<file path="config.mk">
export PLATFORM = sky130hd
export DESIGN_NAME = ir_frame_pulse_encoder_unit
export DESIGN_NICKNAME = d
export VERILOG_FILES = /design/src/ifpe_pkg.sv /design/src/ifpe_cfg.sv /design/src/ifpe_input.sv /design/src/ifpe_pair.sv /design/src/ir_frame_pulse_encoder_unit.sv
export VERILOG_INCLUDE_DIRS = /design/src /design/src/src
export SDC_FILE = /design/constraint.sdc
export NUM_CORES = 1
export LEC_CHECK = 0
export ABC_CLOCK_PERIOD_IN_PS = 6600
export BUFFER_PORTS_ARGS = -buffer_cell sky130_fd_sc_hd__buf_2
export CAP_MARGIN = 0
export CORE_AREA = 2 2 127 129
export CTS_CLUSTER_DIAMETER = 200
export DETAILED_ROUTE_END_ITERATION = 8
export DIE_AREA = 0 0 129 131
export GPL_ROUTABILITY_DRIVEN = 0
export HOLD_SLACK_MARGIN = 0.08
export PLACE_DENSITY = 0.85
export SYNTH_ARGS = -nofsm -noshare
export SYNTH_HDL_FRONTEND = slang
export SYNTH_SLANG_ARGS = --single-unit
</file>
<file path="constraint.sdc">
create_clock -name clk -period 6.6 [get_ports clk]
set_input_delay 0.99 -clock clk [delete_from_list [all_inputs] [get_ports clk]]
set_output_delay 0.99 -clock clk [all_outputs]
set_load 0.03 [all_outputs]
</file>
<file path="src/assert_macros.svh">
// Assertion macros shared by the encoder modules.
// No dependencies; included by the files that check their own logic.
`ifndef ASSERT_MACROS_SVH
`define ASSERT_MACROS_SVH

`ifndef ASSERT_OFF
// property must hold at every edge outside reset
`define ASSERT_CLK(label, clk, rst, prop, msg) \
  label: assert property (@(posedge clk) disable iff (rst) prop) else $error(msg);
// condition must never be seen outside reset
`define ASSERT_NEVER(label, clk, rst, cond, msg) \
  label: assert property (@(posedge clk) disable iff (rst) !(cond)) else $error(msg);
`else
`define ASSERT_CLK(label, clk, rst, prop, msg)
`define ASSERT_NEVER(label, clk, rst, cond, msg)
`endif

`endif

</file>
<file path="src/ifpe_pkg.sv">
// Shared types and constants for the IR frame pulse encoder.
// No dependencies; imported by every encoder module.
package ifpe_pkg;

  localparam int FRAME_BYTES = 8;
  localparam int POS_W       = (FRAME_BYTES > 2) ? $clog2(FRAME_BYTES) : 1;

  localparam int DUR_W  = 16;
  localparam int SUM_W  = DUR_W + 1;
  localparam int NREG   = 8;
  localparam int IDX_W  = 3;

  localparam logic [SUM_W-1:0] FIRST_MARK_BONUS   = SUM_W'(40);
  localparam logic [SUM_W-1:0] NIBBLE_SPACE_BONUS = SUM_W'(70);
  localparam logic [SUM_W-1:0] AFTER_ONE_BONUS    = SUM_W'(30);
  localparam logic [3:0]       NIBBLE_MASK        = 4'b1111;

  // register indexes
  localparam logic [IDX_W-1:0] REG_HEADER_MARK  = 3'd0;
  localparam logic [IDX_W-1:0] REG_HEADER_SPACE = 3'd1;
  localparam logic [IDX_W-1:0] REG_ZERO_MARK    = 3'd2;
  localparam logic [IDX_W-1:0] REG_ZERO_SPACE   = 3'd3;
  localparam logic [IDX_W-1:0] REG_ONE_MARK     = 3'd4;
  localparam logic [IDX_W-1:0] REG_ONE_SPACE    = 3'd5;
  localparam logic [IDX_W-1:0] REG_FOOTER_MARK  = 3'd6;
  localparam logic [IDX_W-1:0] REG_FOOTER_SPACE = 3'd7;

  // pair slots within one byte
  localparam logic [3:0] SLOT_HEAD  = 4'd0;
  localparam logic [3:0] SLOT_BIT0  = 4'd1;
  localparam logic [3:0] SLOT_BIT7  = 4'd8;
  localparam logic [3:0] SLOT_FOOT  = 4'd9;
  localparam logic [3:0] SLOT_TRAIL = 4'd10;

  typedef struct packed {
    logic [DUR_W-1:0] header_mark;
    logic [DUR_W-1:0] header_space;
    logic [DUR_W-1:0] zero_mark;
    logic [DUR_W-1:0] zero_space;
    logic [DUR_W-1:0] one_mark;
    logic [DUR_W-1:0] one_space;
    logic [DUR_W-1:0] footer_mark;
    logic [DUR_W-1:0] footer_space;
  } cfg_t;

  // one byte held for pair generation
  typedef struct packed {
    logic [7:0] byte_val;   // upper nibble already replaced on the last byte
    logic       first;
    logic       last;
    logic       prev_bit;   // last bit sent before this byte
  } item_t;

endpackage

</file>
<file path="src/ifpe_cfg.sv">
// Configuration register file: eight 16-bit durations.
// Depends on ifpe_pkg.
module ifpe_cfg (
  input  logic                       clk,
  input  logic                       rst,
  input  logic                       cfg_wen,
  input  logic [ifpe_pkg::IDX_W-1:0] cfg_index,
  input  logic [ifpe_pkg::DUR_W-1:0] cfg_wdata,
  output ifpe_pkg::cfg_t             cfg
);
  import ifpe_pkg::*;

  always_ff @(posedge clk) begin
    if (rst) begin
      cfg <= '0;
    end else if (cfg_wen) begin
      unique case (cfg_index)
        REG_HEADER_MARK:  cfg.header_mark  <= cfg_wdata;
        REG_HEADER_SPACE: cfg.header_space <= cfg_wdata;
        REG_ZERO_MARK:    cfg.zero_mark    <= cfg_wdata;
        REG_ZERO_SPACE:   cfg.zero_space   <= cfg_wdata;
        REG_ONE_MARK:     cfg.one_mark     <= cfg_wdata;
        REG_ONE_SPACE:    cfg.one_space    <= cfg_wdata;
        REG_FOOTER_MARK:  cfg.footer_mark  <= cfg_wdata;
        REG_FOOTER_SPACE: cfg.footer_space <= cfg_wdata;
        default: ;
      endcase
    end
  end

endmodule

</file>
<file path="src/ifpe_input.sv">
// Input register and frame state: byte position, nibble checksum, last bit.
// Depends on ifpe_pkg and assert_macros.svh.
module ifpe_input (
  input  logic            clk,
  input  logic            rst,
  input  logic            in_valid,
  output logic            in_ready,
  input  logic [7:0]      frame_byte,
  output logic            item_valid,
  output ifpe_pkg::item_t item,
  input  logic            item_done
);
  import ifpe_pkg::*;
  `include "assert_macros.svh"

  logic [POS_W-1:0] byte_position;
  logic [3:0]       nibble_sum;
  logic             previous_bit;
  logic             accept;
  logic             is_first;
  logic             is_last;
  logic [3:0]       lo;
  logic [3:0]       hi;
  logic [3:0]       check;

  assign in_ready = !item_valid || item_done;
  assign accept   = in_valid && in_ready;
  assign lo       = frame_byte[3:0];
  assign hi       = frame_byte[7:4];
  assign is_first = (byte_position == '0);
  assign is_last  = (byte_position == POS_W'(FRAME_BYTES - 1));
  assign check    = (nibble_sum + lo) & NIBBLE_MASK;

  always_ff @(posedge clk) begin
    if (rst) begin
      item_valid    <= 1'b0;
      byte_position <= '0;
      nibble_sum    <= '0;
      previous_bit  <= 1'b0;
    end else begin
      if (accept) begin
        item_valid <= 1'b1;
      end else if (item_done) begin
        item_valid <= 1'b0;
      end
      if (accept) begin
        if (is_last) begin
          byte_position <= '0;
          nibble_sum    <= '0;
          previous_bit  <= 1'b0;
        end else begin
          byte_position <= byte_position + 1'b1;
          nibble_sum    <= nibble_sum + lo + hi;
          previous_bit  <= frame_byte[7];
        end
      end
    end
  end

  always_ff @(posedge clk) begin
    if (accept) begin
      item.byte_val <= is_last ? {check, lo} : frame_byte;
      item.first    <= is_first;
      item.last     <= is_last;
      item.prev_bit <= previous_bit;
    end
  end

  `ASSERT_CLK(a_frame_wrap, clk, rst,
    accept && is_last |=> byte_position == '0 && nibble_sum == '0 && !previous_bit,
    "frame state not cleared after last byte")

endmodule

</file>
<file path="src/ifpe_pair.sv">
// Pair generator: walks the slots of the held byte and registers one
// mark/space pair per beat. Depends on ifpe_pkg and assert_macros.svh.
module ifpe_pair (
  input  logic                       clk,
  input  logic                       rst,
  input  ifpe_pkg::cfg_t             cfg,
  input  logic                       item_valid,
  input  ifpe_pkg::item_t            item,
  output logic                       item_done,
  output logic                       out_valid,
  input  logic                       out_ready,
  output logic [ifpe_pkg::DUR_W-1:0] mark_time,
  output logic [ifpe_pkg::DUR_W-1:0] space_time,
  output logic                       last_pulse,
  output logic                       frame_end
);
  import ifpe_pkg::*;
  `include "assert_macros.svh"

  logic [3:0]       slot;
  logic [3:0]       eff_slot;
  logic [3:0]       end_slot;
  logic             load;
  logic [2:0]       bit_idx;
  logic [2:0]       prev_idx;
  logic             cur_bit;
  logic             prev_bit;
  logic [SUM_W-1:0] mark_sum;
  logic [SUM_W-1:0] space_sum;
  logic [DUR_W-1:0] mark_next;
  logic [DUR_W-1:0] space_next;
  logic             last_next;
  logic             end_next;

  assign eff_slot  = (slot == SLOT_HEAD && !item.first) ? SLOT_BIT0 : slot;
  assign end_slot  = item.last ? SLOT_TRAIL : SLOT_BIT7;
  assign load      = item_valid && (!out_valid || out_ready);
  assign item_done = load && (eff_slot == end_slot);

  assign bit_idx  = 3'(eff_slot - SLOT_BIT0);
  assign prev_idx = bit_idx - 3'd1;
  assign cur_bit  = item.byte_val[bit_idx];
  assign prev_bit = (bit_idx == 3'd0) ? item.prev_bit : item.byte_val[prev_idx];

  always_comb begin
    mark_sum  = '0;
    space_sum = '0;
    last_next = 1'b0;
    end_next  = 1'b0;
    unique case (eff_slot)
      SLOT_HEAD: begin
        mark_sum  = SUM_W'(cfg.header_mark);
        space_sum = SUM_W'(cfg.header_space);
      end
      SLOT_FOOT: begin
        mark_sum  = SUM_W'(cfg.footer_mark);
        space_sum = SUM_W'(cfg.footer_space);
      end
      SLOT_TRAIL: begin
        mark_sum  = SUM_W'(cfg.header_mark);
        space_sum = SUM_W'(cfg.header_space);
        last_next = 1'b1;
        end_next  = 1'b1;
      end
      default: begin
        mark_sum  = SUM_W'(cur_bit ? cfg.one_mark : cfg.zero_mark)
                  + ((item.first && bit_idx == 3'd0) ? FIRST_MARK_BONUS : '0)
                  + (prev_bit ? AFTER_ONE_BONUS : '0);
        space_sum = SUM_W'(cur_bit ? cfg.one_space : cfg.zero_space)
                  + ((bit_idx[1:0] == 2'b11) ? NIBBLE_SPACE_BONUS : '0);
        last_next = (eff_slot == SLOT_BIT7) && !item.last;
      end
    endcase
  end

  assign mark_next  = mark_sum[DUR_W]  ? '1 : mark_sum[DUR_W-1:0];
  assign space_next = space_sum[DUR_W] ? '1 : space_sum[DUR_W-1:0];

  always_ff @(posedge clk) begin
    if (rst) begin
      slot      <= SLOT_HEAD;
      out_valid <= 1'b0;
    end else begin
      if (item_done) begin
        slot <= SLOT_HEAD;
      end else if (load) begin
        slot <= eff_slot + 4'd1;
      end
      if (load) begin
        out_valid <= 1'b1;
      end else if (out_ready) begin
        out_valid <= 1'b0;
      end
    end
  end

  always_ff @(posedge clk) begin
    if (load) begin
      mark_time  <= mark_next;
      space_time <= space_next;
      last_pulse <= last_next;
      frame_end  <= end_next;
    end
  end

  `ASSERT_CLK(a_end_is_last, clk, rst,
    out_valid && frame_end |-> last_pulse,
    "frame end without last pulse")
  `ASSERT_NEVER(a_slot_range, clk, rst,
    item_valid && slot > SLOT_TRAIL,
    "slot counter out of range")
  `ASSERT_CLK(a_trail_flags, clk, rst,
    item_done && item.last |=> out_valid && frame_end && last_pulse,
    "last byte did not close the frame")

endmodule

</file>
<file path="src/ir_frame_pulse_encoder_unit.sv">
// Top level of the IR frame pulse encoder: stream ports and configuration.
// Depends on ifpe_pkg, ifpe_cfg, ifpe_input and ifpe_pair.
//
// Each accepted frame byte becomes one mark/space pair per bit (LSB first),
// plus a header pair before byte zero and a footer and closing header pair
// after the last byte, whose upper nibble is replaced by the nibble checksum.
// One pair leaves per beat through the single output register, so byte zero
// gives nine pairs, middle bytes eight and the last byte ten. The next byte
// is taken in the cycle its predecessor's final pair is registered, so pairs
// stream without gaps while s_tvalid and m_tready stay high. Write configuration only
// while the block is idle.
module ir_frame_pulse_encoder_unit (
  input  logic                       clk,
  input  logic                       rst,
  input  logic                       s_tvalid,
  output logic                       s_tready,
  input  logic [7:0]                 s_tdata,   // [7:0] frame_byte
  output logic                       m_tvalid,
  input  logic                       m_tready,
  output logic [31:0]                m_tdata,   // [15:0] mark_time, [31:16] space_time
  output logic                       m_tlast,   // last_pulse
  output logic                       m_tuser,   // frame_end
  input  logic                       cfg_wen,
  input  logic [ifpe_pkg::IDX_W-1:0] cfg_index,
  input  logic [ifpe_pkg::DUR_W-1:0] cfg_wdata
);
  import ifpe_pkg::*;

  cfg_t             cfg;
  item_t            item;
  logic             item_valid;
  logic             item_done;
  logic [DUR_W-1:0] mark_time;
  logic [DUR_W-1:0] space_time;

  ifpe_cfg u_cfg (
    .clk       (clk),
    .rst       (rst),
    .cfg_wen   (cfg_wen),
    .cfg_index (cfg_index),
    .cfg_wdata (cfg_wdata),
    .cfg       (cfg)
  );

  ifpe_input u_input (
    .clk        (clk),
    .rst        (rst),
    .in_valid   (s_tvalid),
    .in_ready   (s_tready),
    .frame_byte (s_tdata),
    .item_valid (item_valid),
    .item       (item),
    .item_done  (item_done)
  );

  ifpe_pair u_pair (
    .clk        (clk),
    .rst        (rst),
    .cfg        (cfg),
    .item_valid (item_valid),
    .item       (item),
    .item_done  (item_done),
    .out_valid  (m_tvalid),
    .out_ready  (m_tready),
    .mark_time  (mark_time),
    .space_time (space_time),
    .last_pulse (m_tlast),
    .frame_end  (m_tuser)
  );

  assign m_tdata = {space_time, mark_time};

endmodule

</file>
==> results of run 1 <==
==> layout make-up <==
type	count	area, um2	area share, %
multi-input combinational	813	4629	45.59
sequential	187	4194	41.30
clock buffer	20	457.9	4.510
timing repair buffer	78	420.4	4.140
tap	216	270.3	2.661
clock inverter	12	130.1	1.281
inverter	14	52.55	0.5175
==> state kept, by name, indices dropped and copies added, names as in the netlist, 3 cells and up <==
register / count
u_input.byte_position: 3
u_input.item: 11
u_pair.slot: 4
u_pair.space_time: 16
u_input.nibble_sum: 4
u_cfg.cfg: 128
u_pair.mark_time: 16
==> cell families (layout without fill, tap and decap cells) <==
| group | count (synthesis) | in the layout | synth area share (%) |
|---|---|---|---|
| AOI/OAI and AO/OA | 261 | 261 | 17.79 |
| xor gates and xnor gates | 30 | 30 | 2.864 |
| adders and majority gates | 29 | 29 | 4.283 |
| buffers and inverters | 88 | 124 | 3.983 |
| DFF | 187 | 187 | 45.72 |
| muxes | 33 | 33 | 3.792 |
| and+or+nand+nor | 460 | 460 | 21.58 |
==> cell usage in the layout, fill, tap and decap left out, types with 11 or more instances in the layout <==
master       n
nand4_1     11
a22oi_1     24
xor2_1      11
inv_1       14
nand2b_1    12
buf_2       66
clkbuf_16   18
nor2_1      39
edfxtp_1    45
nand3_1     33
ha_1        25
xnor2_1     19
o211ai_1    16
nand2_1    317
buf_4       12
mux2i_1     24
a21oi_1    153
dfxtp_1    142
==> metrics by stage <==
stage / worst slack [ps] / instance area [um2] / util [%] / total power [uW]
floorplan: 1417 / 9174 / - / 1598
CTS: 1063 / 10150 / 65.11 / 2714
global placement: 1392 / 9567 / 61.33 / 1700
finish: 1005 / 10150 / 65.11 / 2724
global route: 597.8 / 10150 / 65.11 / 2812
detailed placement: 1110 / 9567 / 61.33 / 1711
==> power breakdown <==
group / switching [uW] / internal, uW
clock network: 469 / 555
logic: 307 / 147
registers: 26.1 / 1220
==> layer usage <==
| metal | vias to the layer above | global-route usage [%] | wire length, um |
|---|---|---|---|
| li1 | 3819 | - | - |
| met1 | 3819 | 36.78 | 9760 |
| met2 | 444 | 49.21 | 11630 |
| met3 | 93 | 5.985 | 2298 |
| met4 | 0 | 15.66 | 1036 |
| met5 | - | 0 | 0 |
==> how the worst max path moves through the flow <==
stage,slack (ps),cells past startpoint,start,endpoint
detailed placement,1110,20,u_pair.slot[2]$_SDFFE_PP0P_,u_pair.mark_time[0]$_SDFFCE_PP1P_
finish,1000,20,u_pair.slot[2]$_SDFFE_PP0P_,u_pair.mark_time[8]$_SDFFCE_PP1P_
global route,600,20,u_pair.slot[2]$_SDFFE_PP0P_,u_pair.mark_time[8]$_SDFFCE_PP1P_
global placement,1390,20,u_pair.slot[2]$_SDFFE_PP0P_,u_pair.mark_time[8]$_SDFFCE_PP1P_
CTS,1060,20,u_pair.slot[2]$_SDFFE_PP0P_,u_pair.mark_time[8]$_SDFFCE_PP1P_
floorplan,1420,24,u_pair.slot[1]$_SDFFE_PP0P_,u_pair.mark_time[11]$_SDFFCE_PP1P_
==> impl_metrics.toml, run 1 <==
[synth]
synthTopCellsByArea = "dfxtp_1 31%, edfxtp_1 15%, nand2_1 13%, a21oi_1 8.4%, ha_1 3.4%"
synth_area_um2 = 9174
ys.flop_type = "dfxtp_1"
synth-edff-count = 45
synth_area_leader_cell = "dfxtp_1"
synth_seq_area_share_pct = 45.72
synth-seq-cells = 187
synthDistinctLibCells = 72
syn_inst = 1088
ys_warn_count = 0
yosysMostFrequentCell = "nand2_1"
mappedNetlistNets = 1149
syn_avg_cell_area_um2 = 8.432
synth_top_area_share_pct = 30.99
synth_commonest_cells = "317 x nand2_1, 154 x a21oi_1, 142 x dfxtp_1"
synthArstFlopShare_pct = 0

[cts]
post_cts_resize_count = 0
clk_pin_slew_ps = 70
hold_buffers = 0
clk_path_buf_depth = 2
clock_latency_ps = 440
clock-sinks = 187
cts_tree = "built"
post_cts_buffers = 0
cts-root-buf = "clkbuf_16"
cts_buffers = 17
htreeDepth = 4

[worst_hold_path]
hp-class = "reg2reg"
min_to = "u_input.item[0]$_DFFE_PP_"
hold_depth = 0
min-delay-start = "u_input.previous_bit$_SDFFE_PP0P_"

[place]
dpl.hpwl_um = 16070
dp.cells = 1308
port_buffers = 67

[detailed_routing]
wl_um = 24720
drtPass1Iterations = 6
num_vias = 8175
drc = 0
drt_iter0_markers = 950
drt-vias-per-instance = 6.101
final_antenna_net_count = 0
wl_per_cell_um = 18.45

[worst_setup_path]
critPathArrivalTime_ps = 5790
crit_path_frequent_cell = "nor2_1"
startpoint_type = "flip-flop"
reg2reg_slack_ps = 1000
rr_worst_depth = 20
slowest_stage = "dfxtp_1"
crit_family = "simple AND/OR/NAND/NOR gates"
worstPathCellList = "nor4_4, nor2_1, ha_1, xor2_1, nor2_1, a22oi_1, nor2_1, a21oi_1, nand2_1, ha_1, ha_1, fa_1, a21o_1, a21oi_1, nor2b_1, nor2_1, a21oi_2, nand4_1, o21ai_0, a221o_1"
crit-reg2reg-launch = "u_pair.slot[2]$_SDFFE_PP0P_"
worst-setup-path-type = "reg2reg"
timing.rr.end = "u_pair.mark_time[8]$_SDFFCE_PP1P_"
worstPathRequired_ps = 6790
end_kind = "flip-flop"
critPathMaxStageDelay_ps = 570
crit_buf_inv = 0
cp_max_fo = 11

[finish]
nNetsFinal = 1172
antenna_cells = 0
fill_cells = 1236
fin_cells = 1340
synthToLayoutAreaGrowth_pct = 10.69
drive_above_1_share_pct = 12.01

[global_route]
grt_pass1_wl_um = 38520
overflow = 0
grt_pass1_vias = 7536
antenna_found_initial = 0
track_usage_pct = 29.68
grt_start_max_net_pins = 78

[die]
core.rowCount = 46
start_util_pct = 58.82
coreArea_um2 = 15600
io_pins = 68
die_h_um = 131
die_area_um2 = 16900
die_w_um = 129

[sta]
hold_viol = 0
fin_skew_ps = 14.75
slew_viol_final = 0
fin_crit_sh_pct = 84.78
fin_hold_ws_ps = 444.5
layout_min_cycle_time_ps = 5595
slew_headroom_pct = 12.82
fmax_ghz = 0.1787
tns_ps = 0
max_slew.worst_pin.slew_ps = 1303
rsz0062_at_grt = "no"
setup_viol_count_final = 0

[power_and_ir_drop]
peakVddDrop_v = 0.0002043
power_density_nw_per_um2 = 268.2
p_leak_uw = 0.003731

[outcome]
outcome = "complete, no violations"

[run]
cap_violations = 0
Note: power is estimated with default switching activity, not from simulation.
==> run 2, diff against run 1 <==
Settings changed: ABC_AREA set to 1, ABC_CLOCK_PERIOD_IN_PS 6600 to 5500, PLACE_DENSITY 0.85 to 0.84.
Clock period 6.6 ns to 5.5 ns, I/O delays scaled along.
==> run 2 against run 1 <==
Sequential share of layout area about the same; worst hold slack better by 5.4 ps; via count shrank 2.6%; global-route usage is 0.60 points lower; maximum frequency up 12%; area after synthesis fell by 0.76%; largest power group unchanged.
==> impl_metrics.toml, run 2 <==
[outcome]
outcome = "complete, no violations"

[die]
start_util_pct = 58.37
die_h_um = 131
io_pins = 68
die_area_um2 = 16900
core.rowCount = 46
coreArea_um2 = 15600
die_w_um = 129

[synth]
synth-xor-area-share_pct = 1.333
synth_seq_area_share_pct = 46.07
synth_top_area_share_pct = 31.23
syn_avg_cell_area_um2 = 7.993
mappedNetlistNets = 1200
muxShareOfSynthArea_pct = 0.8521
synth_commonest_cells = "231 x nor2_1, 146 x nand2_1, 145 x o21ai_0"
synthArstFlopShare_pct = 0
synth_adder_area_share_pct = 4.316
synthTopCellsByArea = "dfxtp_1 31%, edfxtp_1 15%, nor2_1 9.5%, o21ai_0 8.0%, nand2_1 6.0%"
yosysMostFrequentCell = "nor2_1"
synth_top_family_by_area = "simple AND/OR/NAND/NOR gates"
synth-edff-count = 45
ys.flop_type = "dfxtp_1"
synth_area_leader_cell = "dfxtp_1"
synth-compound-area-share_pct = 15.97
synth_area_um2 = 9104
ys_warn_count = 0
synthDistinctLibCells = 52
synth-seq-cells = 187
yosys.area_share.simple_pct = 23.91
syn_inst = 1139

[detailed_routing]
final_antenna_net_count = 0
wl_per_cell_um = 16.80
drt_iter0_markers = 795
drc = 0
drt-vias-per-instance = 5.654
num_vias = 7966
wl_um = 23670
drtPass1Iterations = 6

[power_and_ir_drop]
p_leak_uw = 0.004528
p_switching_uw = 1166
clkPwrFrac_pct = 36.1
internal-power_uw = 2440
power_frac_seq_pct = 42.5
power_density_nw_per_um2 = 355.2
combPwrFrac_pct = 21.4
peakVddDrop_v = 0.0002407
netSwitchingFraction_pct = 32.33

[global_route]
grt_pass1_wl_um = 37710
antenna_found_initial = 0
track_usage_pct = 29.08
grt_pass1_vias = 7538
overflow = 0
grt_start_max_net_pins = 77

[cts]
cts-root-buf = "clkbuf_16"
htreeDepth = 4
cts_tree = "built"
hold_buffers = 0
cts_buffers = 17
post_cts_resize_count = 0
clock-sinks = 187
clk_pin_slew_ps = 70
clock_latency_ps = 440
post_cts_buffers = 0
clk_path_buf_depth = 2

[worst_setup_path]
slowest_stage = "edfxtp_1"
crit_path_frequent_cell = "inv_1"
cp-startpoint = "u_input.item[2]$_DFFE_PP_"
critPathMaxStageDelay_ps = 440
worstPathCellList = "nor2_4, nand2_4, nand2_2, inv_1, ha_1, xnor2_2, inv_1, nand3_4, nand2_8, mux2_2, ha_1, ha_1, fa_1, nand2_1, inv_1, o21ai_0, nand2_1, nand2_1, inv_1, o21ai_1, nor2_4, nand4_4, o311ai_0"
worst-setup-path-type = "reg2reg"
cp_max_fo = 15
critPathArrivalTime_ps = 5180
crit_family = "simple AND/OR/NAND/NOR gates"
end_kind = "flip-flop"
reg2reg_slack_ps = 490
startpoint_type = "flip-flop"
crit-reg2reg-launch = "u_input.item[2]$_DFFE_PP_"
crit_buf_inv = 4
worstPathRequired_ps = 5660

[sta]
fin_skew_ps = 8.942
layout_min_cycle_time_ps = 5013
fin_crit_sh_pct = 91.15
fmax_ghz = 0.1995
setup_viol_count_final = 0
max_slew.worst_pin.slew_ps = 1057
tns_ps = 0
hold_viol = 0
slew_headroom_pct = 29.43
rsz0062_at_grt = "no"
slew_viol_final = 0

[place]
dpl.hpwl_um = 15330
dp.cells = 1377
port_buffers = 67

[finish]
reg.largest.list = "u_cfg.cfg (128), u_pair.mark_time (16), u_pair.space_time (16)"
synthToLayoutAreaGrowth_pct = 11.49
largest_reg_flops = 128
layout_commonest_cell = "nor2_1"
fin_cells = 1409
drive_above_1_share_pct = 14.92
antenna_cells = 0
top_register = "u_cfg.cfg"
nNetsFinal = 1241
final_cell_mix = "229 x nor2_1, 146 x nand2_1, 145 x o21ai_0"

[run]
cap_violations = 0

[worst_hold_path]
min-delay-start = "u_input.previous_bit$_SDFFE_PP0P_"
hp-class = "reg2reg"
[run 2: cell type report]
type	count	area, um2
clock buffer	19	475.5
clock inverter	13	166.4
fill	1262	5448
inverter	104	390.4
multi-input combinational	791	4228
sequential	187	4194
tap	216	270.3
timing repair buffer	79	425.4
[run 2: stage by stage]
step / util [%] / hold slack (ps) / setup WS, ps / area [um2] / total power (uW)
finish: 65.07 / 449.9 / 486.6 / 10150 / 3606
global route: 65.07 / 464.9 / 211.2 / 10150 / 3749
CTS: 65.07 / 451.9 / 529.1 / 10150 / 3605
detailed placement: 60.96 / 425.1 / 556.9 / 9508 / 2314
global placement: 60.96 / 415.1 / 844.6 / 9508 / 2297
floorplan: - / 409.0 / 758.5 / 9104 / 2139
[run 2: cell families (layout without fill, tap and decap cells)]
group	after synthesis	in the layout
buffers and inverters	161	215
flip-flops	187	187
adder cells (fa/ha/maj)	29	29
XOR/XNOR	13	13
multiplexers	7	7
AND/OR/NAND/NOR	485	485
AO/OA/AOI/OAI	257	257
[run 2: worst paths after layout]
path | endpoint | cells past startpoint
min | u_input.item[0]$_DFFE_PP_ | 0
max reg2reg | u_pair.mark_time[6]$_SDFFCE_PP1P_ | 23
min reg2reg | u_input.item[0]$_DFFE_PP_ | 0
max | u_pair.mark_time[6]$_SDFFCE_PP1P_ | 23
[run 2: metal layers]
layer	share of wire [%]	global-route usage [%]
met5	0	0
met4	6.4	20.27
met3	6.7	5.130
met2	46	45.38
met1	41	36.89
[run 2: worst register-to-register path, cell delays in order (launching register included)]
cell,delay [ps]
edfxtp_1,440
nor2_4,130
nand2_4,80
nand2_2,180
inv_1,160
ha_1,340
xnor2_2,400
inv_1,140
nand3_4,200
nand2_8,90
mux2_2,280
ha_1,280
ha_1,230
fa_1,400
nand2_1,80
inv_1,50
o21ai_0,150
nand2_1,100
nand2_1,80
inv_1,60
o21ai_1,380
nor2_4,90
nand4_4,220
o311ai_0,200
[run 2: power groups by stage]
stage          clock network [uW]  registers [uW]  logic (uW)
3_5_place_dp                    0            1560         754
5_1_grt                      1360            1540         850
3_3_place_gp                    0            1560         736
4_1_cts                      1310            1530         761
6_report                     1300            1530         771
2_1_floorplan                   0            1610         526
==> run 3, diff against run 2 <==
Settings changed: ABC_CLOCK_PERIOD_IN_PS 5500 to 6270, MAX_ROUTING_LAYER set to met4.
Clock period 5.5 ns to 6.27 ns, I/O delays scaled along.
==> run 3 against run 2 <==
Power decreased by 14%; non-clock buffer count decreased by 2; clock-buffer cell count increased by 2; utilization decreased by 0.37 points; largest cell class unchanged; cell area decreased by 0.57%; maximum frequency decreased by 3.4%; sequential cell count unchanged; sequential share of layout area increased by 0.24 points; final cell count decreased by 0.14%; clock skew increased by 0.93 ps; clock power decreased by 17%; sequential power decreased by 12%.
==> impl_metrics.toml, run 3 (synthesis results as in run 2) <==
[global_route]
grtUsageMet1_pct = 36.21
overflow = 0
grt_pass1_wl_um = 37330
grt_pass1_vias = 7442
grt_util_met2_pct = 46.53
grt_start_max_net_pins = 131
met3_usage_pct = 5.212
grt.busiest_layer = "met2"
track_usage_pct = 29.59
antenna_found_initial = 0

[worst_setup_path]
reg2reg_slack_ps = 1080
worstPathRequired_ps = 6420
end_kind = "flip-flop"
critPathArrivalTime_ps = 5350
slowest_stage = "dfxtp_1"
worstPathCellList = "nor2_4, nand2_4, nand2_2, inv_1, ha_1, xnor2_2, nand3_4, nand2_8, mux2_2, ha_1, ha_1, fa_1, nand2_1, inv_1, o21ai_0, nand2_1, nand2_1, inv_1, o21ai_1, nor2_4, nand4_4, o311ai_0"
startpoint_type = "flip-flop"
cp_max_fo = 51
rr_worst_depth = 22
crit-reg2reg-launch = "u_pair.slot[1]$_SDFFE_PP0P_"
worst-setup-path-type = "reg2reg"
timing.rr.end = "u_pair.mark_time[6]$_SDFFCE_PP1P_"
critPathMaxStageDelay_ps = 400

[finish]
layout_commonest_cell = "nor2_1"
largest_reg_flops = 128
synthToLayoutAreaGrowth_pct = 10.86
nNetsFinal = 1239
drive_above_1_share_pct = 14.69
final_cell_mix = "229 x nor2_1, 146 x nand2_1, 145 x o21ai_0"
top_register = "u_cfg.cfg"
design_area_um2 = 10090
multi_input_area_um2 = 4228
fill_cells = 1289
reg.largest.list = "u_cfg.cfg (128), u_pair.mark_time (16), u_pair.space_time (16)"
final-seq-area_um2 = 4194
antenna_cells = 0

[detailed_routing]
drt_iter0_markers = 837
drt-vias-per-instance = 5.666
drc = 0
num_vias = 7972
drtPass1Iterations = 5
wl_um = 23410
wl_per_cell_um = 16.64
final_antenna_net_count = 0

[place]
port_buffers = 67
dpl.hpwl_um = 15090
place_area_um2 = 9493

[die]
coreArea_um2 = 15600
die_h_um = 131
io_pins = 68
core.rowCount = 46
start_util_pct = 58.37
die_w_um = 129
die_area_um2 = 16900

[sta]
max_slew.worst_pin.slew_ps = 1098
setup_viol_count_final = 0
tns_ps = 0
fin_crit_sh_pct = 82.78
slew_viol_final = 0
fin_hold_ws_ps = 447.5
layout_min_cycle_time_ps = 5191
rsz0062_at_grt = "no"
fin_skew_ps = 9.876
fmax_ghz = 0.1927
hold_viol = 0
slew_headroom_pct = 26.81

[power_and_ir_drop]
combPwrFrac_pct = 21.6
power_frac_seq_pct = 43.5
power_density_nw_per_um2 = 305.9
netSwitchingFraction_pct = 31.80
internal-power_uw = 2106
p_leak_uw = 0.004505
p_switching_uw = 981.5
clkPwrFrac_pct = 34.9
peakVddDrop_v = 0.0002134

[worst_hold_path]
hold_depth = 0
min_to = "u_input.item[0]$_DFFE_PP_"
hp-class = "reg2reg"
min-delay-start = "u_input.previous_bit$_SDFFE_PP0P_"

[cts]
cts_buffers = 17
cts-root-buf = "clkbuf_16"
hold_buffers = 0
clock-sinks = 187
clk_pin_slew_ps = 70
clk_path_buf_depth = 2
post_cts_resize_count = 0
cts_tree = "built"
post_cts_buffers = 0
clock_latency_ps = 440
htreeDepth = 4

[run]
cap_violations = 0

[outcome]
outcome = "complete, no violations"
==> run 3: cell count changes in the layout (fill, tap and decap cells not counted), moves of 2 or more <==
cell | previous run | this run
buf_4 | 12 | 10
clkinv_2 | 0 | 3
clkinv_8 | 3 | 1
clkinv_4 | 0 | 2
==> run 3: metal layers <==
metal,routed length [um],up-vias
met2,11030,351
met5,0,-
met3,1860,69
li1,-,3849
met4,1097,0
met1,9429,3703
==> run 3: worst max-delay path by stage <==
stage,start,endpoint,slack (ps),cells after the start
finish,u_pair.slot[1]$_SDFFE_PP0P_,u_pair.mark_time[6]$_SDFFCE_PP1P_,1080,22
global route,u_pair.slot[1]$_SDFFE_PP0P_,u_pair.mark_time[4]$_SDFFCE_PP1P_,640,22
CTS,u_pair.slot[1]$_SDFFE_PP0P_,u_pair.mark_time[6]$_SDFFCE_PP1P_,1130,22
detailed placement,u_pair.slot[1]$_SDFFE_PP0P_,u_pair.mark_time[4]$_SDFFCE_PP1P_,1120,22
global placement,u_input.item[2]$_DFFE_PP_,u_pair.mark_time[4]$_SDFFCE_PP1P_,1320,22
floorplan,u_pair.slot[1]$_SDFFE_PP0P_,u_pair.mark_time[5]$_SDFFCE_PP1P_,1530,28
==> run 3: per-stage QoR <==
step | std cells | total power [uW] | worst slack [ps] | util (%)
6_report | 1407 | 3087 | 1079 | 64.70
3_3_place_gp | 1375 | 2009 | 1316 | 60.86
4_1_cts | 1407 | 3087 | 1125 | 64.70
2_1_floorplan | 1139 | 1877 | 1529 | -
3_5_place_dp | 1375 | 2024 | 1117 | 60.86
5_1_grt | 1407 | 3216 | 639.8 | 64.70
==> run 3: layout make-up <==
type,instances,area share (%)
clock buffers,21,4.996
clock inverters,11,0.9422
inverters,104,3.868
multi-input cells,791,41.89
flip-flops and latches,187,41.56
well taps,216,2.678
repair buffers,77,4.066
==> run 3: power groups by stage <==
stage	combinational (uW)	clock (uW)	sequential, uW
finish	667	1080	1340
detailed placement	654	0	1370
floorplan	461	0	1420
global placement	640	0	1370
CTS	659	1080	1340
global route	734	1130	1350
==> run 3: worst max-delay path, delay by kind of cell, from the launching register on <==
kind	cells	cell delay, ps
buffers and inverters	3	250
xor gates and xnor gates	1	370
AOI/OAI and AO/OA	3	720
DFF	1	400
muxes	1	390
and+or+nand+nor	10	1520
adders and majority gates	4	1250
